--- src/sv/mhv_pkg.sv ---
// ---------------------------------------------------------------------------
// mhv_pkg
// Shared types and constants of the map header validator: result status
// codes, configuration register indexes, and the result record.
// ---------------------------------------------------------------------------
`default_nettype none

package mhv_pkg;

    // Header geometry
    localparam int HEADER_BYTES = 28;
    localparam int POS_W        = 5;
    localparam int CFG_W        = 16;
    localparam int CFG_IDX_W    = 1;

    // Configuration register indexes
    typedef enum logic [CFG_IDX_W-1:0] {
        CFG_HDR_SIZE = 1'b0,
        CFG_MAX_DIM  = 1'b1
    } t_cfg_idx;

    localparam logic [CFG_W-1:0] HDR_SIZE_RST = 16'd28;
    localparam logic [CFG_W-1:0] MAX_DIM_RST  = 16'd4096;

    // Result status codes
    typedef enum logic [2:0] {
        ST_OK             = 3'd0,
        ST_TRUNCATED      = 3'd1,
        ST_BAD_MAGIC      = 3'd2,
        ST_BAD_HDR_SIZE   = 3'd3,
        ST_ZERO_DIM       = 3'd4,
        ST_DIM_LARGE      = 3'd5,
        ST_TILE_MISMATCH  = 3'd6,
        ST_OVERLAY_EXCESS = 3'd7
    } t_status;

    // Live configuration
    typedef struct packed {
        logic [CFG_W-1:0] hdr_size;
        logic [CFG_W-1:0] max_dim;
    } t_cfg;

    // Result record; the last member sits in the lowest bits
    typedef struct packed {
        logic [31:0]      seed_word;
        logic [31:0]      flag_word;
        logic [31:0]      overlay_count;
        logic [31:0]      terrain_count;
        logic [15:0]      map_height;
        logic [15:0]      map_width;
        logic [15:0]      header_length;
        logic [15:0]      map_version;
        logic [POS_W-1:0] error_offset;
        t_status          status;
    } t_result;

    localparam int RESULT_W = $bits(t_result);

endpackage

`default_nettype wire

--- src/sv/mhv_cfg_regs.sv ---
// ---------------------------------------------------------------------------
// mhv_cfg_regs
// Configuration registers: expected header size and largest dimension.
// ---------------------------------------------------------------------------
`default_nettype none

module mhv_cfg_regs
    import mhv_pkg::*;
(
    input  wire logic                 i_clk,
    input  wire logic                 i_rst_n,
    input  wire logic                 i_cfg_we,
    input  wire logic [CFG_IDX_W-1:0] i_cfg_index,
    input  wire logic [CFG_W-1:0]     i_cfg_data,
    output t_cfg                      o_cfg
);

    logic [CFG_W-1:0] r_hdr_size;
    logic [CFG_W-1:0] r_max_dim;

    // Write the addressed register
    always_ff @(posedge i_clk) begin
        if (!i_rst_n) begin
            r_hdr_size <= HDR_SIZE_RST;
            r_max_dim  <= MAX_DIM_RST;
        end else if (i_cfg_we) begin
            case (t_cfg_idx'(i_cfg_index))
                CFG_HDR_SIZE: begin
                    r_hdr_size <= i_cfg_data;
                end
                CFG_MAX_DIM: begin
                    r_max_dim <= i_cfg_data;
                end
                default: begin
                end
            endcase
        end
    end

    assign o_cfg.hdr_size = r_hdr_size;
    assign o_cfg.max_dim  = r_max_dim;

endmodule

`default_nettype wire

--- src/sv/mhv_parser.sv ---
// ---------------------------------------------------------------------------
// mhv_parser
// Header byte store, position tracking and the per-byte decision. Each
// accepted item is merged into the store and checked in the same cycle.
// ---------------------------------------------------------------------------
`default_nettype none

module mhv_parser
    import mhv_pkg::*;
(
    input  wire logic       i_clk,
    input  wire logic       i_rst_n,
    input  wire logic       i_valid,
    input  wire logic [7:0] i_byte,
    input  wire logic       i_last,
    input  wire t_cfg       i_cfg,
    output logic            o_result_valid,
    output t_result         o_result
);

    localparam logic [7:0] MAGIC_0 = 8'h4D;
    localparam logic [7:0] MAGIC_1 = 8'h41;
    localparam logic [7:0] MAGIC_2 = 8'h50;
    localparam logic [7:0] MAGIC_3 = 8'h30;

    // Field start offsets
    localparam logic [POS_W-1:0] OFS_MAGIC   = 5'd0;
    localparam logic [POS_W-1:0] OFS_VERSION = 5'd4;
    localparam logic [POS_W-1:0] OFS_HDRLEN  = 5'd6;
    localparam logic [POS_W-1:0] OFS_WIDTH   = 5'd8;
    localparam logic [POS_W-1:0] OFS_HEIGHT  = 5'd10;
    localparam logic [POS_W-1:0] OFS_TERRAIN = 5'd12;
    localparam logic [POS_W-1:0] OFS_OVERLAY = 5'd16;
    localparam logic [POS_W-1:0] OFS_FLAGS   = 5'd20;
    localparam logic [POS_W-1:0] OFS_SEED    = 5'd24;
    localparam logic [POS_W-1:0] HDR_END     = POS_W'(HEADER_BYTES);

    logic [7:0]       r_hdr [HEADER_BYTES];
    logic [POS_W-1:0] r_pos;
    logic             r_sent;
    logic [31:0]      r_area;

    logic [7:0]       n_hdr [HEADER_BYTES];
    logic [POS_W-1:0] n_pos;
    logic             store_en;
    logic             have;
    t_status          status;
    logic [POS_W-1:0] offset;
    logic [15:0]      f_version, f_hdrlen, f_width, f_height;
    logic [31:0]      f_terrain, f_overlay, f_flags, f_seed;
    logic             magic_ok;
    logic [15:0]      s_width, s_height;
    logic [31:0]      area_prod;

    // Start of the field that the position lies in
    function automatic logic [POS_W-1:0] field_start(input logic [POS_W-1:0] pos);
        logic [POS_W-1:0] s;
        if      (pos >= OFS_SEED)    s = OFS_SEED;
        else if (pos >= OFS_FLAGS)   s = OFS_FLAGS;
        else if (pos >= OFS_OVERLAY) s = OFS_OVERLAY;
        else if (pos >= OFS_TERRAIN) s = OFS_TERRAIN;
        else if (pos >= OFS_HEIGHT)  s = OFS_HEIGHT;
        else if (pos >= OFS_WIDTH)   s = OFS_WIDTH;
        else if (pos >= OFS_HDRLEN)  s = OFS_HDRLEN;
        else if (pos >= OFS_VERSION) s = OFS_VERSION;
        else                         s = OFS_MAGIC;
        return s;
    endfunction

    assign store_en = i_valid && !r_sent && (r_pos < HDR_END);
    assign n_pos    = r_pos + 5'd1;

    // Merge the incoming byte into a view of the store
    always_comb begin
        for (int i = 0; i < HEADER_BYTES; i++) begin
            n_hdr[i] = (r_pos == POS_W'(i)) ? i_byte : r_hdr[i];
        end
    end

    // Decode fields; a field reads zero until all of its bytes are in
    assign f_version = (n_pos >= OFS_HDRLEN)  ? {n_hdr[5], n_hdr[4]} : 16'd0;
    assign f_hdrlen  = (n_pos >= OFS_WIDTH)   ? {n_hdr[7], n_hdr[6]} : 16'd0;
    assign f_width   = (n_pos >= OFS_HEIGHT)  ? {n_hdr[9], n_hdr[8]} : 16'd0;
    assign f_height  = (n_pos >= OFS_TERRAIN) ? {n_hdr[11], n_hdr[10]} : 16'd0;
    assign f_terrain = (n_pos >= OFS_OVERLAY) ?
                       {n_hdr[15], n_hdr[14], n_hdr[13], n_hdr[12]} : 32'd0;
    assign f_overlay = (n_pos >= OFS_FLAGS) ?
                       {n_hdr[19], n_hdr[18], n_hdr[17], n_hdr[16]} : 32'd0;
    assign f_flags   = (n_pos >= OFS_SEED) ?
                       {n_hdr[23], n_hdr[22], n_hdr[21], n_hdr[20]} : 32'd0;
    assign f_seed    = (n_pos >= HDR_END) ?
                       {n_hdr[27], n_hdr[26], n_hdr[25], n_hdr[24]} : 32'd0;

    assign magic_ok = (n_hdr[0] == MAGIC_0) && (n_hdr[1] == MAGIC_1) &&
                      (n_hdr[2] == MAGIC_2) && (n_hdr[3] == MAGIC_3);

    // Area from stored width and height, taken once the terrain field starts
    assign s_width   = {r_hdr[9], r_hdr[8]};
    assign s_height  = {r_hdr[11], r_hdr[10]};
    assign area_prod = {16'd0, s_width} * {16'd0, s_height};

    // Check points, then truncation on the last byte
    always_comb begin
        have   = 1'b0;
        status = ST_OK;
        offset = OFS_MAGIC;
        if (n_pos == OFS_VERSION) begin
            if (!magic_ok) begin
                have   = 1'b1;
                status = ST_BAD_MAGIC;
                offset = OFS_MAGIC;
            end
        end else if (n_pos == OFS_WIDTH) begin
            if (f_hdrlen != i_cfg.hdr_size) begin
                have   = 1'b1;
                status = ST_BAD_HDR_SIZE;
                offset = OFS_HDRLEN;
            end
        end else if (n_pos == HDR_END) begin
            have = 1'b1;
            if (f_width == 16'd0 || f_height == 16'd0) begin
                status = ST_ZERO_DIM;
                offset = OFS_WIDTH;
            end else if (f_width > i_cfg.max_dim || f_height > i_cfg.max_dim) begin
                status = ST_DIM_LARGE;
                offset = OFS_WIDTH;
            end else if (f_terrain != r_area) begin
                status = ST_TILE_MISMATCH;
                offset = OFS_TERRAIN;
            end else if (f_overlay > f_terrain) begin
                status = ST_OVERLAY_EXCESS;
                offset = OFS_OVERLAY;
            end
        end
        if (!have && i_last) begin
            have   = 1'b1;
            status = ST_TRUNCATED;
            offset = field_start(n_pos);
        end
    end

    assign o_result_valid          = i_valid && !r_sent && have;
    assign o_result.status         = status;
    assign o_result.error_offset   = offset;
    assign o_result.map_version    = f_version;
    assign o_result.header_length  = f_hdrlen;
    assign o_result.map_width      = f_width;
    assign o_result.map_height     = f_height;
    assign o_result.terrain_count  = f_terrain;
    assign o_result.overlay_count  = f_overlay;
    assign o_result.flag_word      = f_flags;
    assign o_result.seed_word      = f_seed;

    // Advance position; rearm on the last byte, hold off after a result
    always_ff @(posedge i_clk) begin
        if (!i_rst_n) begin
            r_pos  <= '0;
            r_sent <= 1'b0;
        end else if (i_valid) begin
            if (i_last) begin
                r_pos  <= '0;
                r_sent <= 1'b0;
            end else if (!r_sent) begin
                r_pos  <= n_pos;
                r_sent <= have;
            end
        end
    end

    // Store header bytes and the area
    always_ff @(posedge i_clk) begin
        if (store_en) begin
            r_hdr[r_pos] <= i_byte;
        end
        if (store_en && r_pos == OFS_TERRAIN) begin
            r_area <= area_prod;
        end
    end

    a_pos_bound: assert property (@(posedge i_clk) disable iff (!i_rst_n)
        r_pos <= HDR_END)
        else $error("byte position beyond header");

    a_quiet_after_result: assert property (@(posedge i_clk) disable iff (!i_rst_n)
        r_sent |-> !o_result_valid)
        else $error("second result for one buffer");

    a_rearm_on_last: assert property (@(posedge i_clk) disable iff (!i_rst_n)
        (i_valid && i_last) |=> (r_pos == '0 && !r_sent))
        else $error("block not rearmed after last byte");

    a_last_gives_result: assert property (@(posedge i_clk) disable iff (!i_rst_n)
        (i_valid && i_last && !r_sent) |-> o_result_valid)
        else $error("buffer ended without a result");

    a_ok_offset: assert property (@(posedge i_clk) disable iff (!i_rst_n)
        (o_result_valid && o_result.status == ST_OK) |-> o_result.error_offset == '0)
        else $error("nonzero offset on a good header");

endmodule

`default_nettype wire

--- src/sv/mhv_out_reg.sv ---
// ---------------------------------------------------------------------------
// mhv_out_reg
// Result register on the output stream; holds one item until taken.
// ---------------------------------------------------------------------------
`default_nettype none

module mhv_out_reg
    import mhv_pkg::*;
(
    input  wire logic                i_clk,
    input  wire logic                i_rst_n,
    input  wire logic                i_load,
    input  wire t_result             i_result,
    input  wire logic                i_ready,
    output logic                     o_can_load,
    output logic                     o_valid,
    output logic [RESULT_W-1:0]      o_data
);

    logic          r_valid;
    t_result       r_result;

    assign o_can_load = !r_valid || i_ready;

    // Load a new item or drop the one taken downstream
    always_ff @(posedge i_clk) begin
        if (!i_rst_n) begin
            r_valid <= 1'b0;
        end else if (i_load) begin
            r_valid <= 1'b1;
        end else if (i_ready) begin
            r_valid <= 1'b0;
        end
    end

    always_ff @(posedge i_clk) begin
        if (i_load) begin
            r_result <= i_result;
        end
    end

    assign o_valid = r_valid;
    assign o_data  = r_result;

endmodule

`default_nettype wire

--- src/sv/map_header_validator_top.sv ---
// ---------------------------------------------------------------------------
// map_header_validator_top
// Streaming checker for a 28-byte little-endian map header.
// ---------------------------------------------------------------------------
// The block takes one header byte per clock and returns at most one result
// per buffer, in the cycle after the byte that decides it (the magic after byte
// 4, the header size after byte 8, the full checks after byte 28, or
// truncation on an early last mark). Each byte is merged and checked in the
// cycle it is accepted, and the result lands in a single output register;
// s_axis_tready drops only while that register is full and not being taken,
// so the sustained rate is one byte per cycle. Bytes after a result are
// swallowed until the last mark. Width times height is computed once as the
// terrain field begins, so the final checks need only compares.
// ---------------------------------------------------------------------------
`default_nettype none

module map_header_validator_top
    import mhv_pkg::*;
(
    input  wire logic                 i_clk,
    input  wire logic                 i_rst_n,
    // Input stream; tdata: byte_value[7:0]
    input  wire logic                 i_s_axis_tvalid,
    output logic                      o_s_axis_tready,
    input  wire logic [7:0]           i_s_axis_tdata,
    input  wire logic                 i_s_axis_tlast,
    // Result stream; tdata from bit 0: status[2:0], error_offset[7:3],
    // map_version[23:8], header_length[39:24], map_width[55:40],
    // map_height[71:56], terrain_count[103:72], overlay_count[135:104],
    // flag_word[167:136], seed_word[199:168]
    output logic                      o_m_axis_tvalid,
    input  wire logic                 i_m_axis_tready,
    output logic [RESULT_W-1:0]       o_m_axis_tdata,
    // Configuration write port
    input  wire logic                 i_cfg_we,
    input  wire logic [CFG_IDX_W-1:0] i_cfg_index,
    input  wire logic [CFG_W-1:0]     i_cfg_data
);

    t_cfg    cfg;
    t_result result;
    logic    result_valid;
    logic    can_load;
    logic    in_accept;

    assign o_s_axis_tready = can_load;
    assign in_accept       = i_s_axis_tvalid && can_load;

    mhv_cfg_regs u_cfg (
        .i_clk       (i_clk),
        .i_rst_n     (i_rst_n),
        .i_cfg_we    (i_cfg_we),
        .i_cfg_index (i_cfg_index),
        .i_cfg_data  (i_cfg_data),
        .o_cfg       (cfg)
    );

    mhv_parser u_parser (
        .i_clk          (i_clk),
        .i_rst_n        (i_rst_n),
        .i_valid        (in_accept),
        .i_byte         (i_s_axis_tdata),
        .i_last         (i_s_axis_tlast),
        .i_cfg          (cfg),
        .o_result_valid (result_valid),
        .o_result       (result)
    );

    mhv_out_reg u_out (
        .i_clk      (i_clk),
        .i_rst_n    (i_rst_n),
        .i_load     (result_valid),
        .i_result   (result),
        .i_ready    (i_m_axis_tready),
        .o_can_load (can_load),
        .o_valid    (o_m_axis_tvalid),
        .o_data     (o_m_axis_tdata)
    );

endmodule

`default_nettype wire

--- config.mk ---
export PLATFORM = sky130hd
export DESIGN_NAME = map_header_validator_top
export DESIGN_NICKNAME = d
export VERILOG_FILES = /design/src/sv/mhv_pkg.sv /design/src/sv/mhv_cfg_regs.sv /design/src/sv/mhv_parser.sv /design/src/sv/mhv_out_reg.sv /design/src/sv/map_header_validator_top.sv
export SDC_FILE = /design/constraint.sdc
export NUM_CORES = 1
export LEC_CHECK = 0
export ABC_AREA = 0
export BUFFER_PORTS_ARGS = -buffer_cell sky130_fd_sc_hd__buf_4
export CAP_MARGIN = 5
export CORE_UTILIZATION = 63
export CTS_BUF_LIST = sky130_fd_sc_hd__clkbuf_8
export CTS_CLUSTER_DIAMETER = 200
export CTS_CLUSTER_SIZE = 28
export DETAILED_ROUTE_END_ITERATION = 8
export PLACE_DENSITY = 0.83
export SYNTH_ARGS = -nofsm -noshare
export SYNTH_HDL_FRONTEND = slang
export SYNTH_HIERARCHICAL = 1
export SYNTH_SLANG_ARGS = --single-unit
--- constraint.sdc ---
create_clock -name i_clk -period 9.3 [get_ports i_clk]
set_input_delay 1.86 -clock i_clk [delete_from_list [all_inputs] [get_ports i_clk]]
set_output_delay 1.86 -clock i_clk [all_outputs]
set_load 0.05 [all_outputs]
==> qor.txt, run 1 <==
outcome - finished clean
Worst R2R Setup Slack - 2.52 ns
DRT Pass-1 Iters - 6
global-route wire length before repair - 121.8 mm
post-synthesis simple-gate area fraction - 0.1542
CTS root buf - clkbuf_8
Hold Path End - u_cfg/r_max_dim[2]
WHS - 0.4748 ns
number of global-route vias before repair - 22300
GP Congestion - 0.9726
DR iter-0 viols - 2739
FMAX - 147.6 MHz
clock skew - 0.04265 ns
leakage power - 0.01382 uW
width of the die - 222.1 microns
initial antenna violation count - 1
Worst Tran Pin Value - 1.164 ns
Clock Latency Late Sink - 0.67 ns
clock slew at reported path FFs - 0.16 ns
Max rail drop VDD - 0.0001125 V
Mapped Nets - 3196
ranking of synthesized cells by area - edfxtp_1, fa_1, ha_1
mean post-synth cell area - 10.91 sq um
r2r startpoint - u_parser/r_hdr[8][6]
Synth Instances - 2798
RSZ-0062 raised after global routing - no
Critical Path End Type - flop
crit share post-route - 0.7287
Longest Clk Path Bufs - 3
I/O Pins - 233
final setup vio count - 0
CP Class - reg -> reg
Slew Limit Headroom - 0.2223
Avg Vias per Cell - 6.228
crit path time final - 6.777 ns
Ant. Diodes - 0
# H-tree levels - 1
EDFF count, synth - 456
routed len/inst - 22.14 microns
Fin. Hold Viols - 0
# DRC - 0
Syn Std Cell Area - 30520 sq um
core area - 47750 sq um
most frequent cell after synthesis - nand2_1
xor/xnor cell area share of the yosys netlist - 0.01263
Post-CTS Resized - 0
critical path arrival - 7.18 ns
Fill cells - 3418
CTS tree - yes
row cnt - 80
startpoint types - flop
post-route ant nets - 0
Detail Placement HPWL - 57.24 mm
Max Slew Vio Count - 0
reg2reg end - u_parser/r_area[24]
gr ovfl total - 0
share of the synthesized area in the top cell type - 0.4486
total number of vias - 22170
layout cells sized above 1 - 0.1114
synth unique cells - 82
R2R depth - 20
Yosys warnings - 6
Setup TNS Final - 0 ns
worst hold stages - 2
die area - 49340 sq um
Hold Path Origin - u_cfg/r_max_dim[2]
Die H - 222.1 microns
largest net degree at the start of global routing - 75
synth cell count leaders - nand2_1, edfxtp_1, inv_1
CP required - 9.71 ns
compound-cell area share of the yosys netlist - 0.07624
Post-Synth Adder-Cell Area - 0.1981
Seq/Total Area, Yosys - 0.4742
TritonCTS Buffers - 21
min-delay worst type - reg -> reg
Synth area leader - edfxtp_1
#FFs+latches synth - 495
initial core utilization - 0.6393
power per cell area - 110.5 nW/um^2
clock sinks - 495
# Post-CTS Setup Buffers - 0
Post-synth ARST share - 0
area grow syn2layout - 7.931%
Post-CTS Hold Buffers - 0
IO Port Bufs - 232
detailed-route wire length - 78.78 mm
worst-path maximum fanout - 18
main flop type after synthesis - edfxtp_1
GR Util All Layers - 0.3194
NumNets Final - 3336
mux cell area share after synthesis - 0.02779
main combinational cell family by area after synthesis - adder cells
Max-cap violations - 0
## flip-flops by register name (all words and copies together), names as in the netlist
name and flops:
u_out/o_valid 1, u_cfg/r_max_dim 16, u_parser/r_sent 1, u_cfg/r_hdr_size 16
u_parser/r_pos 5, u_out/o_data 200, u_parser/r_hdr 224, u_parser/r_area 32
## worst max-delay path, stage by stage, from the launching register on
cell and delay (ns):
edfxtp_1 0.91, and2_1 0.27, fa_1 0.44, inv_1 0.09, fa_1 0.43, fa_1 0.50
fa_1 0.54, inv_1 0.05, fa_1 0.47, inv_1 0.05, fa_1 0.47, inv_1 0.05
ha_1 0.38, and3_1 0.25, nand2_1 0.07, or3_1 0.42, a21oi_1 0.22, nor2_1 0.09
o21ai_0 0.38, nor4b_1 0.12, a211o_1 0.31
## placed cells by master, fill, tap and decap left out, types with 14 or more instances in the layout
cell type	synthesis	final
nand2_1	521	521
edfxtp_1	456	456
inv_1	294	300
buf_4	3	256
a21oi_1	205	205
fa_1	194	194
ha_1	173	173
and2_1	120	120
nor2_1	97	96
mux2i_1	73	73
dfxtp_1	39	39
o21ai_0	35	35
or2_2	32	32
nand3_1	31	31
nor3_1	28	28
nand4_1	26	26
xnor2_1	26	26
nor4_1	24	24
clkbuf_8	0	21
nor2b_1	21	21
and3_1	20	20
xor2_1	18	18
a21o_1	16	16
or3_1	15	15
nand2b_1	14	14
## where the power goes
part,internal [uW],switching (uW)
registers,2460,19.7
clock network,214,623
logic,78.0,240
total,2760,883
## logic make-up after synthesis
logic type,after synthesis
xor gates and xnor gates,44
and+or+nand+nor,994
muxes,81
adders and majority gates,367
other,1
AOI/OAI and AO/OA,382
buffers and inverters,434
DFF,495
## per-stage QoR
stage / cells / power [uW] / cell area, sq um / setup slack (ns) / utilization
final: 3559 / 3641 / 32950 / 2.523 / 0.6900
after CTS: 3559 / 3645 / 32950 / 2.581 / 0.6900
after global routing: 3559 / 3726 / 32950 / 2.281 / 0.6900
after global placement: 3530 / 2842 / 32620 / 2.931 / 0.6831
after floorplan: 2798 / 2735 / 30520 / 0.6706 / -
after detailed placement: 3530 / 2850 / 32620 / 2.632 / 0.6831
## area by class of cell
cell class	count	area (sq um)	share of cell area
clock inverter	8	41.29	0.001253
tap	615	769.5	0.02336
timing repair buffer	256	1922	0.05833
multi-input combinational	1869	14340	0.4353
clock buffer	21	289.0	0.008773
inverter	295	1107	0.03361
sequential	495	14470	0.4393
## metal layers
| metal | up-vias | global-route usage | wire (microns) |
|---|---|---|---|
| met4 | 2 | 0.1582 | 3788 |
| li1 | 9772 | - | - |
| met3 | 219 | 0.04718 | 7762 |
| met5 | - | 0 | 14 |
| met1 | 10830 | 0.4186 | 29350 |
| met2 | 1342 | 0.5237 | 37870 |
## how the worst max path moves through the flow
| stage | start | end | slack, ns | cells after the start |
|---|---|---|---|---|
| after floorplan | i_s_axis_tdata[4] | u_out/o_valid | 0.67 | 10 |
| after global placement | u_parser/r_hdr[8][7] | u_parser/r_area[23] | 2.93 | 21 |
| after detailed placement | u_parser/r_hdr[10][1] | u_parser/r_area[24] | 2.63 | 19 |
| after CTS | u_parser/r_hdr[10][1] | u_parser/r_area[24] | 2.58 | 19 |
| after global routing | u_parser/r_hdr[9][3] | u_parser/r_area[24] | 2.28 | 19 |
| final | u_parser/r_hdr[8][6] | u_parser/r_area[24] | 2.52 | 20 |
Note: power is estimated with default switching activity, not from simulation.
==> inputs of run 2 (changes only) <==
Settings changed: ABC_AREA 0 to 1.
Clock period 9.3 ns to 7.1 ns, I/O delays scaled along.
==> qor.txt, run 2 <==
routed len/inst - 19.70 microns (-11%)
Ant. Diodes - 0 (unchanged)
Longest Clk Path Bufs - 3 (unchanged)
most frequent cell after synthesis - nand2_1
main flop type after synthesis - edfxtp_1
crit share post-route - 0.8624 (+0.1337)
GP Congestion - 0.9583 (-1.5%)
xor/xnor cell area share of the yosys netlist - 0.01035 (-0.002274)
detailed-route wire length - 80.38 mm (+2.0%)
post-synthesis simple-gate area fraction - 0.1888 (+0.03464)
most frequent cells in the layout - nand2_1, inv_1, edfxtp_1
# Post-CTS Setup Buffers - 0 (unchanged)
clock slew at reported path FFs - 0.17 ns (about the same)
Mapped Nets - 3680 (+15%)
share of the synthesized area in the top cell type - 0.4374 (-0.01121)
# H-tree levels - 1 (unchanged)
post-route ant nets - 0 (unchanged)
FMAX - 163.3 MHz (+11%)
CP required - 7.49 ns (-2.22 ns)
dpl cells - 4051 (+15%)
clock sinks - 495 (unchanged)
Hold Path End - u_cfg/r_hdr_size[3]
die area - 50590 sq um (+2.5%)
GR Layer Usage met3 - 0.05033 (+0.003149)
met1 track demand over resource - 0.4226 (+0.003977)
startpoint types - flop
gr ovfl total - 0 (unchanged)
mean post-synth cell area - 9.539 sq um (-13%)
r2r startpoint - u_parser/r_hdr[10][7]
Max-cap violations - 0 (unchanged)
Yosys warnings - 6 (unchanged)
#FFs+latches synth - 495 (unchanged)
Die H - 224.9 microns (+1.3%)
I/O Pins - 233 (unchanged)
Post-CTS Resized - 0 (unchanged)
min-delay worst type - reg -> reg
Worst R2R Setup Slack - 0.98 ns (-1.55 ns)
Syn Std Cell Area - 31310 sq um (+2.6%)
ranking of synthesized cells by area - edfxtp_1, fa_1, nand2_1
Synth area leader - edfxtp_1
IO Port Bufs - 232 (unchanged)
Finished Layout Cells - 4081 (+15%)
initial core utilization - 0.6395 (about the same)
grt met2 use - 0.5248 (+0.001078)
layout cells sized above 1 - 0.1095 (-0.001960)
EDFF count, synth - 456 (unchanged)
initial antenna violation count - 0 (-1)
Detail Placement HPWL - 58.90 mm (+2.9%)
Max rail drop VDD - 0.0001461 V (+30%)
most used cell, CP - fa_1
crit path time final - 6.123 ns (-0.6542 ns)
width of the die - 224.9 microns (+1.3%)
power per cell area - 142.2 nW/um^2 (+29%)
Worst Tran Pin Value - 1.167 ns (+0.003256 ns)
area grow syn2layout - 7.578%
outcome - finished clean
Post-Synth Adder-Cell Area - 0.1932 (-0.004950)
final core occ - 0.6880 (-0.002006)
mux cell area share after synthesis - 0 (-0.02779)
worst hold stages - 2 (unchanged)
Setup TNS Final - 0 ns (unchanged)
NumNets Final - 3808 (+14%)
largest net degree at the start of global routing - 119 (+59%)
worst-path maximum fanout - 17 (-1)
R2R depth - 20 (unchanged)
Avg Vias per Cell - 5.740 (-7.8%)
compound-cell area share of the yosys netlist - 0.05204 (-0.02421)
critical path arrival - 6.52 ns (-0.66 ns)
Post-CTS Hold Buffers - 0 (unchanged)
global-route wire length before repair - 123.5 mm (+1.4%)
max FFs per register - 224 (unchanged)
CP Class - reg -> reg
Synth Instances - 3282 (+17%)
Top reg by flops - u_parser/r_hdr
Fin. Hold Viols - 0 (unchanged)
reg2reg end - u_parser/r_area[29]
Critical Path End Type - flop
synth unique cells - 48 (-41%)
Clock Latency Late Sink - 0.65 ns (-0.02 ns)
GRT busiest layer - met2
Hold Path Origin - u_cfg/r_hdr_size[3]
TritonCTS Buffers - 21 (unchanged)
final setup vio count - 0 (unchanged)
Post-synth ARST share - 0 (unchanged)
# DRC - 0 (unchanged)
row cnt - 81 (+1.3%)
total number of vias - 23420 (+5.7%)
clock skew - 0.05138 ns (+0.008725 ns)
number of global-route vias before repair - 22490 (+0.85%)
slowest stage delay, CP - 0.92 ns (about the same)
main combinational cell family by area after synthesis - adder cells
CTS tree - yes
DRT Pass-1 Iters - 6 (unchanged)
Slew Limit Headroom - 0.2160 (-0.006277)
CTS root buf - clkbuf_8
leakage power - 0.01599 uW (+16%)
core area - 48950 sq um (+2.5%)
synth cell count leaders - nand2_1, inv_1, edfxtp_1
DR iter-0 viols - 2646 (-3.4%)
Seq/Total Area, Yosys - 0.4623 (-0.01184)
CP max stage cell - edfxtp_1
Max Slew Vio Count - 0 (unchanged)
RSZ-0062 raised after global routing - no
GR Util All Layers - 0.3190 (-0.0004178)
most common cell after layout, fill and taps aside - nand2_1
critical-path cell list - nand2_1, fa_1, inv_1, fa_1, inv_1, fa_1, inv_1, fa_1, fa_1, inv_1, fa_1, inv_1, ha_1, a21oi_1, o21ai_0, a21oi_1, nand3_1, nand3_1, o211ai_1, xor2_1
==> run 2: cell types whose count changed after synthesis, sizes merged, moves of 21 or more <==
cell and change:
nor4 -23, nor2 +124, a21oi -41, inv +291
nand2 +326, and2 -120, nand3 +127, o21ai +78
or2 -24, mux2i -77, nand4 +45, nor2b -21
==> run 2: worst max-delay path by stage <==
stage                               start                   to  slack, ns  cells after the start
CTS                 u_parser/r_hdr[10][7]  u_parser/r_area[31]       1.02                     18
floorplan               i_s_axis_tdata[6]        u_out/o_valid       0.12                     16
detailed placement  u_parser/r_hdr[10][7]  u_parser/r_area[29]       1.05                     20
finish              u_parser/r_hdr[10][7]  u_parser/r_area[29]       0.98                     20
global placement     u_parser/r_hdr[9][7]  u_parser/r_area[28]       1.15                     22
global route         u_parser/r_hdr[9][6]  u_parser/r_area[28]       0.65                     22
==> run 2: power by group <==
group / total (uW) / switching, uW / internal [uW]
clock network: 1090 / 810 / 281
registers: 3260 / 27.9 / 3230
logic: 440 / 341 / 99.7
==> run 2: routing by layer <==
metal	part of all wire	wire [microns]
met2	0.48	38250
met4	0.044	3564
met5	0	0
met1	0.38	30540
met3	0.10	8024
==> run 2: layout make-up <==
type | count | area [sq um]
Timing Repair Buffer | 253 | 1899
Clock inverter | 9 | 41.29
Clock buffer | 21 | 289.0
Tap cell | 664 | 830.8
Sequential cell | 495 | 14470
Multi-Input combinational cell | 2052 | 13930
Fill cell | 3697 | 15270
Inverter | 587 | 2218
==> run 2: per-stage QoR <==
stage | setup slack [ns] | total power, uW | hold WS [ns] | area, sq um
4_1_cts | 1.016 | 4803 | 0.5000 | 33680
3_3_place_gp | 1.150 | 3748 | 0.4549 | 33350
2_1_floorplan | 0.1222 | 3591 | 0.4420 | 31310
5_1_grt | 0.6539 | 4914 | 0.5252 | 33680
6_report | 0.9772 | 4790 | 0.5017 | 33680
3_5_place_dp | 1.050 | 3758 | 0.4749 | 33350
==> run 2: worst max-delay path: cells and delay by family, from the launching register on <==
family	cells	cell delay (ns)
adder cells (fa/ha/maj)	7	3.35
flip-flops	1	0.92
AO/OA/AOI/OAI	4	0.67
AND/OR/NAND/NOR	3	0.51
buffers and inverters	5	0.26
XOR/XNOR	1	0.15
==> run 2: logic make-up after synthesis <==
kind of cell / Yosys count
buf+inv: 735
other cells: 1
compound gates: 310
fa+ha+maj: 367
simple gates: 1337
flops: 495
xor+xnor: 37
